`src/dtok_pkg.sv`:
```
package dtok_pkg;

  localparam int unsigned COUNT_BITS_DEFAULT = 32;
  localparam int unsigned FIFO_DEPTH_DEFAULT = 2;

  localparam logic [7:0] CHAR_SPACE = 8'h20;
  localparam logic [7:0] CHAR_TAB   = 8'h09;
  localparam logic [7:0] CHAR_NL    = 8'h0A;
  localparam logic [7:0] CHAR_MINUS = 8'h2D;
  localparam logic [7:0] CHAR_ZERO  = 8'h30;
  localparam logic [7:0] CHAR_NINE  = 8'h39;

  localparam logic       CMD_BYTE = 1'b0;
  localparam logic       CMD_END  = 1'b1;

  localparam logic [31:0] MAG_CAP = 32'h8000_0000;
  localparam logic [31:0] POS_MAX = 32'h7FFF_FFFF;

  typedef enum logic [2:0] {
    CLS_DIGIT = 3'd0,
    CLS_MINUS = 3'd1,
    CLS_DELIM = 3'd2,
    CLS_OTHER = 3'd3,
    CLS_END   = 3'd4
  } cls_e;

  typedef enum logic [1:0] {
    KIND_NUMBER    = 2'd0,
    KIND_DONE      = 2'd1,
    KIND_ERR_CHAR  = 2'd2,
    KIND_ERR_EMPTY = 2'd3
  } kind_e;

  typedef struct packed {
    cls_e       cls;
    logic [3:0] digit;
  } op_t;

endpackage

```
`src/dtok_front.sv`:
```
module dtok_front (
  input  logic            in_valid_i,
  input  logic            command_i,
  input  logic [7:0]      text_byte_i,
  input  logic            q_full_i,
  output logic            in_ready_o,
  output logic            push_o,
  output dtok_pkg::op_t   op_o
);

  logic [3:0] digit_ofs;

  assign digit_ofs  = 4'(text_byte_i - dtok_pkg::CHAR_ZERO);
  assign in_ready_o = !q_full_i;
  assign push_o     = in_valid_i && !q_full_i;

  always_comb begin
    op_o.digit = digit_ofs;
    if (command_i == dtok_pkg::CMD_END) begin
      op_o.cls = dtok_pkg::CLS_END;
    end else if (text_byte_i >= dtok_pkg::CHAR_ZERO && text_byte_i <= dtok_pkg::CHAR_NINE) begin
      op_o.cls = dtok_pkg::CLS_DIGIT;
    end else if (text_byte_i == dtok_pkg::CHAR_MINUS) begin
      op_o.cls = dtok_pkg::CLS_MINUS;
    end else if (text_byte_i == dtok_pkg::CHAR_SPACE || text_byte_i == dtok_pkg::CHAR_TAB ||
                 text_byte_i == dtok_pkg::CHAR_NL) begin
      op_o.cls = dtok_pkg::CLS_DELIM;
    end else begin
      op_o.cls = dtok_pkg::CLS_OTHER;
    end
  end

endmodule

```
`src/dtok_fifo.sv`:
```
module dtok_fifo #(
  parameter int unsigned DEPTH = dtok_pkg::FIFO_DEPTH_DEFAULT
) (
  input  logic           clk_i,
  input  logic           rst_ni,
  input  logic           push_i,
  input  dtok_pkg::op_t  push_op_i,
  input  logic           pop_i,
  output logic           full_o,
  output logic           valid_o,
  output dtok_pkg::op_t  op_o
);

  localparam int unsigned PTR_BITS = (DEPTH > 1) ? $clog2(DEPTH) : 1;
  localparam int unsigned CNT_BITS = $clog2(DEPTH + 1);
  localparam logic [PTR_BITS-1:0] PTR_LAST = PTR_BITS'(DEPTH - 1);
  localparam logic [CNT_BITS-1:0] CNT_FULL = CNT_BITS'(DEPTH);

  dtok_pkg::op_t        entry_q [DEPTH];
  logic [PTR_BITS-1:0]  wr_ptr_q, wr_ptr_d;
  logic [PTR_BITS-1:0]  rd_ptr_q, rd_ptr_d;
  logic [CNT_BITS-1:0]  cnt_q, cnt_d;
  logic                 do_push, do_pop;

  assign full_o  = (cnt_q == CNT_FULL);
  assign valid_o = (cnt_q != '0);
  assign op_o    = entry_q[rd_ptr_q];
  assign do_push = push_i && !full_o;
  assign do_pop  = pop_i && valid_o;

  always_comb begin
    wr_ptr_d = wr_ptr_q;
    rd_ptr_d = rd_ptr_q;
    cnt_d    = cnt_q;
    if (do_push) begin
      wr_ptr_d = (wr_ptr_q == PTR_LAST) ? '0 : wr_ptr_q + 1'b1;
    end
    if (do_pop) begin
      rd_ptr_d = (rd_ptr_q == PTR_LAST) ? '0 : rd_ptr_q + 1'b1;
    end
    if (do_push && !do_pop) begin
      cnt_d = cnt_q + 1'b1;
    end else if (do_pop && !do_push) begin
      cnt_d = cnt_q - 1'b1;
    end
  end

  always_ff @(posedge clk_i or negedge rst_ni) begin
    if (!rst_ni) begin
      wr_ptr_q <= '0;
      rd_ptr_q <= '0;
      cnt_q    <= '0;
    end else begin
      wr_ptr_q <= wr_ptr_d;
      rd_ptr_q <= rd_ptr_d;
      cnt_q    <= cnt_d;
    end
  end

  always_ff @(posedge clk_i) begin
    if (do_push) begin
      entry_q[wr_ptr_q] <= push_op_i;
    end
  end

  a_cnt_bound: assert property (@(posedge clk_i) disable iff (!rst_ni)
    cnt_q <= CNT_FULL)
    else $error("queue fill count beyond depth");

  a_ptr_gap: assert property (@(posedge clk_i) disable iff (!rst_ni)
    (cnt_q == '0) |-> (wr_ptr_q == rd_ptr_q))
    else $error("empty queue with diverged pointers");

endmodule

```
`src/dtok_back.sv`:
```
module dtok_back #(
  parameter int unsigned COUNT_BITS = dtok_pkg::COUNT_BITS_DEFAULT
) (
  input  logic                clk_i,
  input  logic                rst_ni,
  input  logic                op_valid_i,
  input  dtok_pkg::op_t       op_i,
  output logic                pop_o,
  output logic                out_valid_o,
  input  logic                out_ready_i,
  output logic [1:0]          kind_o,
  output logic signed [31:0]  number_o,
  output logic [31:0]         total_o,
  output logic                last_of_run_o
);

  // token and stream state
  logic [31:0]           mag_q, mag_d;
  logic                  neg_q, neg_d;
  logic                  in_tok_q, in_tok_d;
  logic [1:0]            len_q, len_d;
  logic                  bad_q, bad_d;
  logic                  halted_q, halted_d;
  logic [COUNT_BITS-1:0] count_q, count_d;

  // output register
  logic                  out_valid_q;
  dtok_pkg::kind_e       kind_q;
  logic [31:0]           number_q;
  logic [31:0]           total_q;
  logic                  last_q;

  logic [COUNT_BITS-1:0] count_inc;
  logic [31:0]           tot_cur, tot_inc;
  logic [35:0]           mag_next;
  logic [31:0]           fin_val;
  logic                  res_valid, res_last, keep_op, fire, out_free;
  dtok_pkg::kind_e       res_kind;
  logic [31:0]           res_num, res_total;

  assign count_inc = (count_q == '1) ? count_q : count_q + 1'b1;

  if (COUNT_BITS > 32) begin : g_wide
    assign tot_cur = (|count_q[COUNT_BITS-1:32])   ? '1 : count_q[31:0];
    assign tot_inc = (|count_inc[COUNT_BITS-1:32]) ? '1 : count_inc[31:0];
  end else begin : g_narrow
    assign tot_cur = 32'(count_q);
    assign tot_inc = 32'(count_inc);
  end

  // times ten as two shifts, then the new digit
  assign mag_next = {1'b0, mag_q, 3'b000} + {3'b000, mag_q, 1'b0} + {32'd0, op_i.digit};
  assign fin_val  = neg_q ? (32'd0 - mag_q) : (mag_q[31] ? dtok_pkg::POS_MAX : mag_q);
  assign out_free = !out_valid_q || out_ready_i;

  always_comb begin
    mag_d     = mag_q;
    neg_d     = neg_q;
    in_tok_d  = in_tok_q;
    len_d     = len_q;
    bad_d     = bad_q;
    halted_d  = halted_q;
    count_d   = count_q;
    res_valid = 1'b0;
    res_last  = 1'b1;
    res_kind  = dtok_pkg::KIND_DONE;
    res_num   = '0;
    res_total = tot_cur;
    keep_op   = 1'b0;

    if (op_valid_i) begin
      unique case (op_i.cls) inside
        dtok_pkg::CLS_DIGIT, dtok_pkg::CLS_MINUS, dtok_pkg::CLS_OTHER: begin
          if (!halted_q) begin
            in_tok_d = 1'b1;
            if (op_i.cls == dtok_pkg::CLS_MINUS && len_q == 2'd0) begin
              neg_d = 1'b1;
            end else if (op_i.cls == dtok_pkg::CLS_DIGIT) begin
              mag_d = (mag_next >= {4'd0, dtok_pkg::MAG_CAP}) ? dtok_pkg::MAG_CAP
                                                              : mag_next[31:0];
            end else begin
              bad_d = 1'b1;
            end
            len_d = (len_q == 2'd2) ? len_q : len_q + 2'd1;
          end
        end
        dtok_pkg::CLS_DELIM, dtok_pkg::CLS_END: begin
          if (op_i.cls == dtok_pkg::CLS_END && halted_q) begin
            halted_d = 1'b0;
            count_d  = '0;
          end else if (in_tok_q) begin
            res_valid = 1'b1;
            if (bad_q) begin
              res_kind = dtok_pkg::KIND_ERR_CHAR;
              halted_d = 1'b1;
            end else begin
              res_kind  = dtok_pkg::KIND_NUMBER;
              res_num   = fin_val;
              count_d   = count_inc;
              res_total = tot_inc;
            end
            // end with a good token: number now, completion from the same item next
            if (op_i.cls == dtok_pkg::CLS_END) begin
              if (bad_q) begin
                halted_d = 1'b0;
                count_d  = '0;
              end else begin
                res_last = 1'b0;
                keep_op  = 1'b1;
              end
            end
          end else if (op_i.cls == dtok_pkg::CLS_END) begin
            res_valid = 1'b1;
            res_kind  = (count_q == '0) ? dtok_pkg::KIND_ERR_EMPTY : dtok_pkg::KIND_DONE;
            count_d   = '0;
          end
          if (op_i.cls == dtok_pkg::CLS_END || in_tok_q) begin
            mag_d    = '0;
            neg_d    = 1'b0;
            in_tok_d = 1'b0;
            len_d    = '0;
            bad_d    = 1'b0;
          end
        end
        default: begin
        end
      endcase
    end
  end

  assign fire  = op_valid_i && (!res_valid || out_free);
  assign pop_o = fire && !keep_op;

  always_ff @(posedge clk_i or negedge rst_ni) begin
    if (!rst_ni) begin
      mag_q       <= '0;
      neg_q       <= 1'b0;
      in_tok_q    <= 1'b0;
      len_q       <= '0;
      bad_q       <= 1'b0;
      halted_q    <= 1'b0;
      count_q     <= '0;
      out_valid_q <= 1'b0;
    end else begin
      if (fire) begin
        mag_q    <= mag_d;
        neg_q    <= neg_d;
        in_tok_q <= in_tok_d;
        len_q    <= len_d;
        bad_q    <= bad_d;
        halted_q <= halted_d;
        count_q  <= count_d;
      end
      if (fire && res_valid) begin
        out_valid_q <= 1'b1;
      end else if (out_ready_i) begin
        out_valid_q <= 1'b0;
      end
    end
  end

  always_ff @(posedge clk_i) begin
    if (fire && res_valid) begin
      kind_q   <= res_kind;
      number_q <= res_num;
      total_q  <= res_total;
      last_q   <= res_last;
    end
  end

  assign out_valid_o   = out_valid_q;
  assign kind_o        = kind_q;
  assign number_o      = number_q;
  assign total_o       = total_q;
  assign last_of_run_o = last_q;

  a_mag_cap: assert property (@(posedge clk_i) disable iff (!rst_ni)
    mag_q <= dtok_pkg::MAG_CAP)
    else $error("magnitude beyond saturation cap");

  a_halt_no_tok: assert property (@(posedge clk_i) disable iff (!rst_ni)
    halted_q |-> (!in_tok_q && !bad_q))
    else $error("token state left while halted");

  a_non_num_last: assert property (@(posedge clk_i) disable iff (!rst_ni)
    (out_valid_q && kind_q != dtok_pkg::KIND_NUMBER) |-> last_q)
    else $error("non-number item not marked last");

  a_keep_emits: assert property (@(posedge clk_i) disable iff (!rst_ni)
    (fire && keep_op) |=> (out_valid_q && kind_q == dtok_pkg::KIND_NUMBER && !last_q))
    else $error("held end item without a number item");

endmodule

```
`src/decimal_integer_tokenizer_unit.sv`:
```
// Decimal integer tokenizer: takes one text byte (command 0) or an end of stream
// (command 1) per item and returns signed 32-bit values for whitespace-separated
// tokens, an invalid character error, and done or empty input at the end of a
// stream. Items are classified at the input, pass through a short queue and are
// executed one per cycle by the back end, so the block sustains one item per clock
// unless the output register holds a result that is not taken. An end item that
// closes a good token is executed twice, for the number and then for the completion
// item; every other item is executed once. Results leave through a single output
// register; an accepted input item passes through the queue first, and its result
// is then registered in the output register. The value counter is COUNT_BITS wide
// and saturates; total reports it clamped to 32 bits.
module decimal_integer_tokenizer_unit #(
  parameter int unsigned COUNT_BITS = dtok_pkg::COUNT_BITS_DEFAULT,
  parameter int unsigned FIFO_DEPTH = dtok_pkg::FIFO_DEPTH_DEFAULT
) (
  input  logic               clk_i,
  input  logic               rst_ni,
  input  logic               in_valid_i,
  output logic               in_ready_o,
  input  logic               command_i,
  input  logic [7:0]         text_byte_i,
  output logic               out_valid_o,
  input  logic               out_ready_i,
  output logic [1:0]         kind_o,
  output logic signed [31:0] number_o,
  output logic [31:0]        total_o,
  output logic               last_of_run_o
);

  dtok_pkg::op_t push_op, head_op;
  logic          push, q_full, head_valid, pop;

  dtok_front u_front (
    .in_valid_i  (in_valid_i),
    .command_i   (command_i),
    .text_byte_i (text_byte_i),
    .q_full_i    (q_full),
    .in_ready_o  (in_ready_o),
    .push_o      (push),
    .op_o        (push_op)
  );

  dtok_fifo #(
    .DEPTH (FIFO_DEPTH)
  ) u_fifo (
    .clk_i     (clk_i),
    .rst_ni    (rst_ni),
    .push_i    (push),
    .push_op_i (push_op),
    .pop_i     (pop),
    .full_o    (q_full),
    .valid_o   (head_valid),
    .op_o      (head_op)
  );

  dtok_back #(
    .COUNT_BITS (COUNT_BITS)
  ) u_back (
    .clk_i         (clk_i),
    .rst_ni        (rst_ni),
    .op_valid_i    (head_valid),
    .op_i          (head_op),
    .pop_o         (pop),
    .out_valid_o   (out_valid_o),
    .out_ready_i   (out_ready_i),
    .kind_o        (kind_o),
    .number_o      (number_o),
    .total_o       (total_o),
    .last_of_run_o (last_of_run_o)
  );

endmodule
```
`config.mk`:
```
export PLATFORM = sky130hd
export DESIGN_NAME = decimal_integer_tokenizer_unit
export DESIGN_NICKNAME = d
export VERILOG_FILES = /design/src/dtok_pkg.sv /design/src/dtok_front.sv /design/src/dtok_fifo.sv /design/src/dtok_back.sv /design/src/decimal_integer_tokenizer_unit.sv
export SDC_FILE = /design/constraint.sdc
export NUM_CORES = 1
export LEC_CHECK = 0
export ABC_AREA = 1
export BUFFER_PORTS_ARGS = -buffer_cell sky130_fd_sc_hd__buf_4
export CELL_PAD_IN_SITES_DETAIL_PLACEMENT = 1
export CELL_PAD_IN_SITES_GLOBAL_PLACEMENT = 2
export CORE_MARGIN = 1.5
export CORE_UTILIZATION = 38
export DETAILED_ROUTE_END_ITERATION = 6
export HOLD_SLACK_MARGIN = 0.12
export MAX_ROUTING_LAYER = met4
export PLACE_DENSITY_LB_ADDON = 0.1
export RECOVER_POWER = 100
export REMOVE_ABC_BUFFERS = 1
export SLEW_MARGIN = 40
export SYNTH_ARGS = -nofsm -noshare
export SYNTH_HDL_FRONTEND = slang
export SYNTH_SLANG_ARGS = --single-unit
```
`constraint.sdc`:
```
create_clock -name clk_i -period 9.4 [get_ports clk_i]
set_input_delay 1.41 -clock clk_i [delete_from_list [all_inputs] [get_ports clk_i]]
set_output_delay 1.41 -clock clk_i [all_outputs]
set_load 0.05 [all_outputs]
```
Yosys cells after proc, flatten, opt, wreduce, memory -nomap -nowiden
Memories as Yosys holds them, arrays and structs flattened.
Cells that the tools add are included.
- input port bits: 13
- bits in registers: 142
- output and inout bits: 69
- memories kept: 1
- RAM bits: 14
- word-level logic and storage cells: 160
- memory list (memory ; words ; bits a word ; read ports ; clocked after Yosys merged registers in ; wr ports ; RTL line ; source):
    u_fifo.entry_q ; 2 ; 7 ; 1 ; 0 ; 1 ; dtok_fifo.sv:19 ; dtok_pkg::op_t entry_q [DEPTH];
- equality and inequality tests: 18
- order comparisons: 3
- reductions and logical operators: 43
- bitwise logic cells: 4
- multiplexer cells: 66
- add/sub/neg operators: 10
- operators by type and width (kind ; count):
    two-way mux 32 bit ; 17
    case mux 32 bit (2 select lines) ; 1
    adder 35 x 33 -> 36 bit ; 1
    adder 36 x 4 -> 36 bit ; 1
    >= comparator 36 x 32 -> 1 bit, second input constant ; 1
    adder 32 x 1 -> 32 bit, second input constant ; 1
    == test 32 bit, second input constant ; 1
    logical NOT 32 bit ; 1
    subtractor 1 x 32 -> 32 bit, first input constant ; 1
    two-way mux 1 bit ; 31
    two-way mux 31 bit ; 1
    two-way mux 2 bit ; 9
    == test 8 x 4 -> 1 bit, second input constant ; 2
    == test 8 x 6 -> 1 bit, second input constant ; 2
    AND reduction 7 bit ; 2
    AND reduction 6 bit ; 2
    logical AND 1 bit ; 11
    nonzero test 2 bit ; 5
    OR reduction 5 bit ; 2
    two-way mux 3 bit ; 3
    >= comparator 8 x 6 -> 1 bit, second input constant ; 1
    <= comparator 8 x 6 -> 1 bit, second input constant ; 1
    inequality test 2 bit, second input constant ; 4
    AND reduction 4 bit ; 2
    20 further kinds ; 41

Depth between registers and ports, before layout
An unclocked memory read counts as a cell.
- depth after elaboration: 15
- depth in mapped cells: 23
- gate-level depth less buffers: 22

By module
Synthesis repeated with hierarchy kept, for this count alone.
- cell total of the unflattened synthesis: 1580
- area total of the unflattened synthesis: 11527.3 µm²
- by module, submodules not included (module ; times used ; cells each ; area an instance (µm²) ; sequential area each (µm²)):
    dtok_back ; 1 ; 1472 ; 10603.9 ; 3788.6
    dtok_fifo ; 1 ; 68 ; 747.0 ; 520.5
    dtok_front ; 1 ; 40 ; 176.4 ; 0.0

Least setup slack after synthesis
No wires, ideal clock.
- path type: input port to flip-flop
- from: in out_ready_i
- to: reg u_back.kind_q[0] (netlist: u_back.kind_o[0]), enable pin
- buffers on the path: 0
- stages: 4
- slack: 4.442 ns
- setup time: 0.492 ns
- data required time: 8.908 ns
- arrival: 4.466 ns
- cells stage by stage: nor2_1 -> nand3_4 -> nand2_1 -> nor2_1
- longest elaborated chain between the ends: 4
- ends and longest elaborated chain (item ; RTL line ; source):
    start, declared ; decimal_integer_tokenizer_unit.sv:23 ; input logic out_ready_i,
    logical OR 1 bit ; dtok_back.sv:54 ; assign out_free = !out_valid_q || out_ready_i;
    logical OR 1 bit ; dtok_back.sv:131 ; assign fire = op_valid_i && (!res_valid || out_free);
    logical AND 1 bit ; dtok_back.sv:131 ;
    logical AND 1 bit ; dtok_back.sv:163 ; if (fire && res_valid) begin
    end signal, assigned ; dtok_back.sv:164 ; kind_q <= res_kind;
    end, declared ; dtok_back.sv:28 ; dtok_pkg::kind_e kind_q;
No other way between the ends.
A chain may end at the register's enable or synchronous reset.

Worst setup path in the final report
- from: reg u_fifo.rd_ptr_q
- to: reg u_back.number_q[1] (netlist: u_back.number_o[1]) (data pin)
- longest elaborated chain between the ends: 5
- elaborated cells on any way between the ends: 7
- classes of those cells: 2 x eq/ne; 1 x bitwise; 3 x reduce/logical; 1 x memory
- ends and longest elaborated chain (item ; RTL line ; source):
    start, declared ; dtok_fifo.sv:21 ; logic [PTR_BITS-1:0] rd_ptr_q, rd_ptr_d;
    start signal, assigned ; dtok_fifo.sv:55 ; rd_ptr_q <= rd_ptr_d;
    memory (2 x 7 bit) (*) ; -- ;
    == test 3 bit / == test 3 x 2 -> 1 bit (equally long branches) ; -- ;
    OR reduction 2 bit ; dtok_back.sv:72 ; unique case (op_i.cls) inside
    inverter 1 bit (no line) ; -- ;
    OR reduction 5 bit (no line) (*) ; -- ;
    end signal, assigned ; dtok_back.sv:165 ; number_q <= res_num;
    end, declared ; dtok_back.sv:29 ; logic [31:0] number_q;
Mark *: on every way between the ends. The rest lies on a longest branch, timed or not.

==> run_summary.xml <==
<?xml version="1.0" encoding="UTF-8"?>
<metrics>
  <group name="route">
    <metric name="detail-route-antenna-nets" unit="">0</metric>
    <metric name="wirelength_routed" unit="um">37600</metric>
    <metric name="route.detailed.wl_per_inst" unit="um">18.0</metric>
    <metric name="drc_errors" unit="">0</metric>
    <metric name="detailedRoute.firstIterationViolations" unit="">679</metric>
    <metric name="post_drt_via_cell_ratio" unit="">5.22</metric>
    <metric name="vias_after_detailed_routing" unit="">10900</metric>
    <metric name="drt_pass1_iterations" unit="">5</metric>
  </group>
  <group name="power">
    <metric name="swShare" unit="">0.530</metric>
    <metric name="p_per_area" unit="nW/um^2">351</metric>
    <metric name="pwr-share-clk" unit="">0.164</metric>
    <metric name="design_power_total" unit="mW">4.47</metric>
    <metric name="share_seq_of_total_power" unit="">0.277</metric>
    <metric name="leak_pwr" unit="nW">6.34</metric>
    <metric name="internal_power" unit="mW">2.10</metric>
    <metric name="sw_power" unit="mW">2.37</metric>
    <metric name="comb_power_share" unit="">0.559</metric>
    <metric name="vdd.ir_drop.worst" unit="V">0.000167</metric>
  </group>
  <group name="clocking">
    <metric name="clock_sink_count" unit="">156</metric>
    <metric name="cts.path.max_buffers" unit="">2</metric>
    <metric name="clock_insertion_delay_worst_skew" unit="ps">430</metric>
    <metric name="clkTransAtPathRegs" unit="ps">70</metric>
    <metric name="cts_made_buffers" unit="">17</metric>
    <metric name="post_cts_hold_buffer_count" unit="">0</metric>
    <metric name="tritoncts" unit="">built</metric>
    <metric name="clock_tree.htree_level_count" unit="">4</metric>
    <metric name="post_cts.resized_instances" unit="">0</metric>
    <metric name="post-cts-setup-buffers" unit="">0</metric>
    <metric name="clk_root_buffer_cell" unit="">clkbuf_16</metric>
  </group>
  <group name="final_layout">
    <metric name="multiInputGateArea" unit="sq um">6070</metric>
    <metric name="layout-area-overhead-vs-synth" unit="%">9.60</metric>
    <metric name="layout.nets" unit="">1773</metric>
    <metric name="antenna_cells_inserted" unit="">0</metric>
    <metric name="final_layout_size_suffix_gt1_frac" unit="">0.0394</metric>
    <metric name="fillers" unit="">3879</metric>
    <metric name="most_common_cell_after_layout_fill_and_taps_aside" unit="">nand2_1</metric>
    <metric name="final-seq-area" unit="sq um">4310</metric>
    <metric name="final_cell_mix" unit="">nand2_1 (517), inv_1 (226), nor2_1 (164), nand3_1 (126), edfxtp_1 (81)</metric>
  </group>
  <group name="synthesis">
    <metric name="synth-seq-cells" unit="">156</metric>
    <metric name="postSynthCellCount" unit="">1630</metric>
    <metric name="synth_cell_type_count" unit="">54</metric>
    <metric name="ys_warn_count" unit="">0</metric>
    <metric name="post_synth_main_area_contributors" unit="">edfxtp_1 (21%), nand2_1 (17%), dfrtp_1 (16%)</metric>
    <metric name="postSynthAreaPerCell" unit="sq um">7.13</metric>
    <metric name="yosysTopAreaCellShare" unit="">0.209</metric>
    <metric name="seq_area_frac_synth" unit="">0.371</metric>
    <metric name="cell_area_after_synthesis" unit="sq um">11600</metric>
    <metric name="postSynth.asyncResetShare" unit="">0.481</metric>
    <metric name="synth_area_leader_cell" unit="">edfxtp_1</metric>
    <metric name="ys_dominant_reg_cell" unit="">edfxtp_1</metric>
    <metric name="count_of_flip_flops_with_a_built_in_enable_after_synthesis" unit="">81</metric>
  </group>
  <group name="die">
    <metric name="core_region_area" unit="sq um">29900</metric>
    <metric name="initial_core_util" unit="">0.389</metric>
    <metric name="fp-row-count" unit="">63</metric>
    <metric name="dieWidth" unit="um">178</metric>
    <metric name="die_area" unit="sq um">31700</metric>
    <metric name="die-height" unit="um">178</metric>
    <metric name="num_io_pins" unit="">82</metric>
  </group>
  <group name="critical_path">
    <metric name="timing.rr.start" unit="">u_fifo.rd_ptr_q</metric>
    <metric name="worst_ep_required_time" unit="ps">9530</metric>
    <metric name="r2r-end" unit="">u_back.number_o[1]</metric>
    <metric name="crit_path_start_kind" unit="">flip-flop</metric>
    <metric name="critical_path.endpoint_type" unit="">flip-flop</metric>
    <metric name="r2r.worst_path.cells" unit="">12</metric>
    <metric name="timing.setup.critical_path_class" unit="">reg2reg</metric>
    <metric name="timing.reg2reg.setup_slack" unit="ps">3230</metric>
    <metric name="worst-path-max-fanout" unit="">34</metric>
    <metric name="critPathArrivalTime" unit="ps">6300</metric>
  </group>
  <group name="timing">
    <metric name="fin_skew" unit="ps">13.3</metric>
    <metric name="timing_worst_slew_pin_value" unit="ps">4640</metric>
    <metric name="finalHoldViolations" unit="">0</metric>
    <metric name="maxSlewViolCount" unit="">111</metric>
    <metric name="post-route-min-period" unit="ps">6170</metric>
    <metric name="maxSlewHeadroom" unit="">-2.09</metric>
    <metric name="maxClockFrequency" unit="MHz">162</metric>
    <metric name="grt_setup_unrepaired" unit="">no</metric>
    <metric name="finalSetupViolations" unit="">0</metric>
    <metric name="fin_crit_sh" unit="">0.656</metric>
    <metric name="totalNegativeSetupSlack" unit="ps">0</metric>
  </group>
  <group name="global_routing">
    <metric name="first_global_vias" unit="">10900</metric>
    <metric name="antenna_violations_before_repair" unit="">0</metric>
    <metric name="grt_start_max_net_pins" unit="">76</metric>
    <metric name="gr-usage-all-layers" unit="">0.254</metric>
    <metric name="grt_remaining_overflow" unit="">0</metric>
    <metric name="grt_pass1_wl" unit="um">60000</metric>
  </group>
  <group name="status">
    <metric name="violations" unit="">max-capacitance violations, max-slew violations</metric>
    <metric name="outcome" unit="">finished, violations left</metric>
  </group>
  <group name="job">
    <metric name="cap_viol_max_count" unit="">3</metric>
  </group>
  <group name="place">
    <metric name="routability_congestion_estimate" unit="">0.847</metric>
    <metric name="dpl.hpwl" unit="um">28500</metric>
    <metric name="place.port_buffers" unit="">81</metric>
  </group>
  <group name="hold_path">
    <metric name="holdCritPathClass" unit="">reg2reg</metric>
    <metric name="whs_endpoint" unit="">u_back.len_q[0]</metric>
    <metric name="hold_path_startpoint" unit="">u_back.len_q[0]</metric>
    <metric name="worst_hold_path.num_cells" unit="">2</metric>
  </group>
</metrics>
==> Yosys cell counts, types with 5 or more instances <==
library cell and instances:
nand3_1 123, nand4_1 16, xor2_1 39, a21oi_1 46, nand2_4 5, nor4_1 8, dfrtp_1 75, clkbuf_1 19
nand3b_1 13, buf_6 8, inv_1 223, edfxtp_1 81, inv_2 6, xnor2_1 7, nor2_1 163, o22ai_1 26
nor3_1 31, buf_2 14, or2_2 8, ha_1 70, o21ai_1 25, o21ai_0 57, nand2_1 514
==> state kept, by name, indices dropped and copies added (netlist names), 2 cells and up <==
signal	count
u_back.number_o	32
u_fifo.cnt_q	2
u_back.len_q	2
u_back.mag_q	32
u_back.count_q	32
u_back.total_o	32
u_back.kind_o	2
u_fifo.entry_q	14
==> worst max-delay path by stage <==
stage	startpoint	to	slack [ps]	cells past startpoint
after detailed placement	u_fifo.rd_ptr_q	u_back.mag_q[3]	5830	17
after global routing	rst_ni	u_back.neg_q	2790	1
after floorplan	out_ready_i	u_back.kind_o[0]	4440	4
after global placement	u_fifo.rd_ptr_q	u_back.mag_q[26]	5900	17
after CTS	u_fifo.rd_ptr_q	u_back.mag_q[3]	5820	17
final	u_fifo.rd_ptr_q	u_back.number_o[1]	3230	12
==> worst max-delay path, cell delays in order (launching register included) <==
cell        delay [ps]
dfrtp_1            590
inv_6               90
nand2_1            120
nand2_4             70
inv_1              110
nand3_1            180
nand2_1            360
clkinvlp_2        1440
nor2_1             690
inv_2               60
nor2_1             540
nand2_1            760
a311oi_1           840
==> power groups by stage <==
stage / combinational (mW) / sequential, mW / clock, mW
2_1_floorplan: 1.61 / 1.38 / 0
3_3_place_gp: 2.54 / 1.25 / 0
3_5_place_dp: 2.60 / 1.25 / 0
4_1_cts: 2.61 / 1.24 / 0.749
5_1_grt: 2.79 / 1.27 / 0.774
6_report: 2.50 / 1.24 / 0.732
==> area by class of cell <==
cell class | count | share of cell area
inverters | 231 | 0.0687
clock buffers | 19 | 0.0356
repair buffers | 87 | 0.0304
well taps | 390 | 0.0383
flip-flops and latches | 156 | 0.338
multi-input cells | 1195 | 0.476
clock inverters | 13 | 0.0121
==> per-layer routing <==
metal,track usage,wire length [um],vias to the layer above
li1,-,-,5392
met1,0.352,18800,5286
met2,0.398,16900,186
met3,0.0302,1240,42
met4,0.0525,680,0
met5,-,0,-
==> kinds of logic after synthesis <==
logic type	count (synthesis)	share of synthesized area
flip-flops	156	0.371
AND/OR/NAND/NOR	899	0.332
multiplexers	1	0.000861
buffers and inverters	279	0.0987
AO/OA/AOI/OAI	177	0.0841
XOR/XNOR	46	0.0347
adder cells (fa/ha/maj)	72	0.0788
==> metrics by stage <==
stage,instances,setup slack [ps],hold slack [ps],instance area [sq um],util
2_1_floorplan,1582,4440,453,11400,-
3_3_place_gp,2058,5900,472,12500,0.418
3_5_place_dp,2059,5830,479,12500,0.419
4_1_cts,2091,5820,496,13100,0.440
5_1_grt,2091,2790,536,12700,0.426
6_report,2091,3230,489,12700,0.426
No activity file was read; power rests on OpenSTA's default activity.
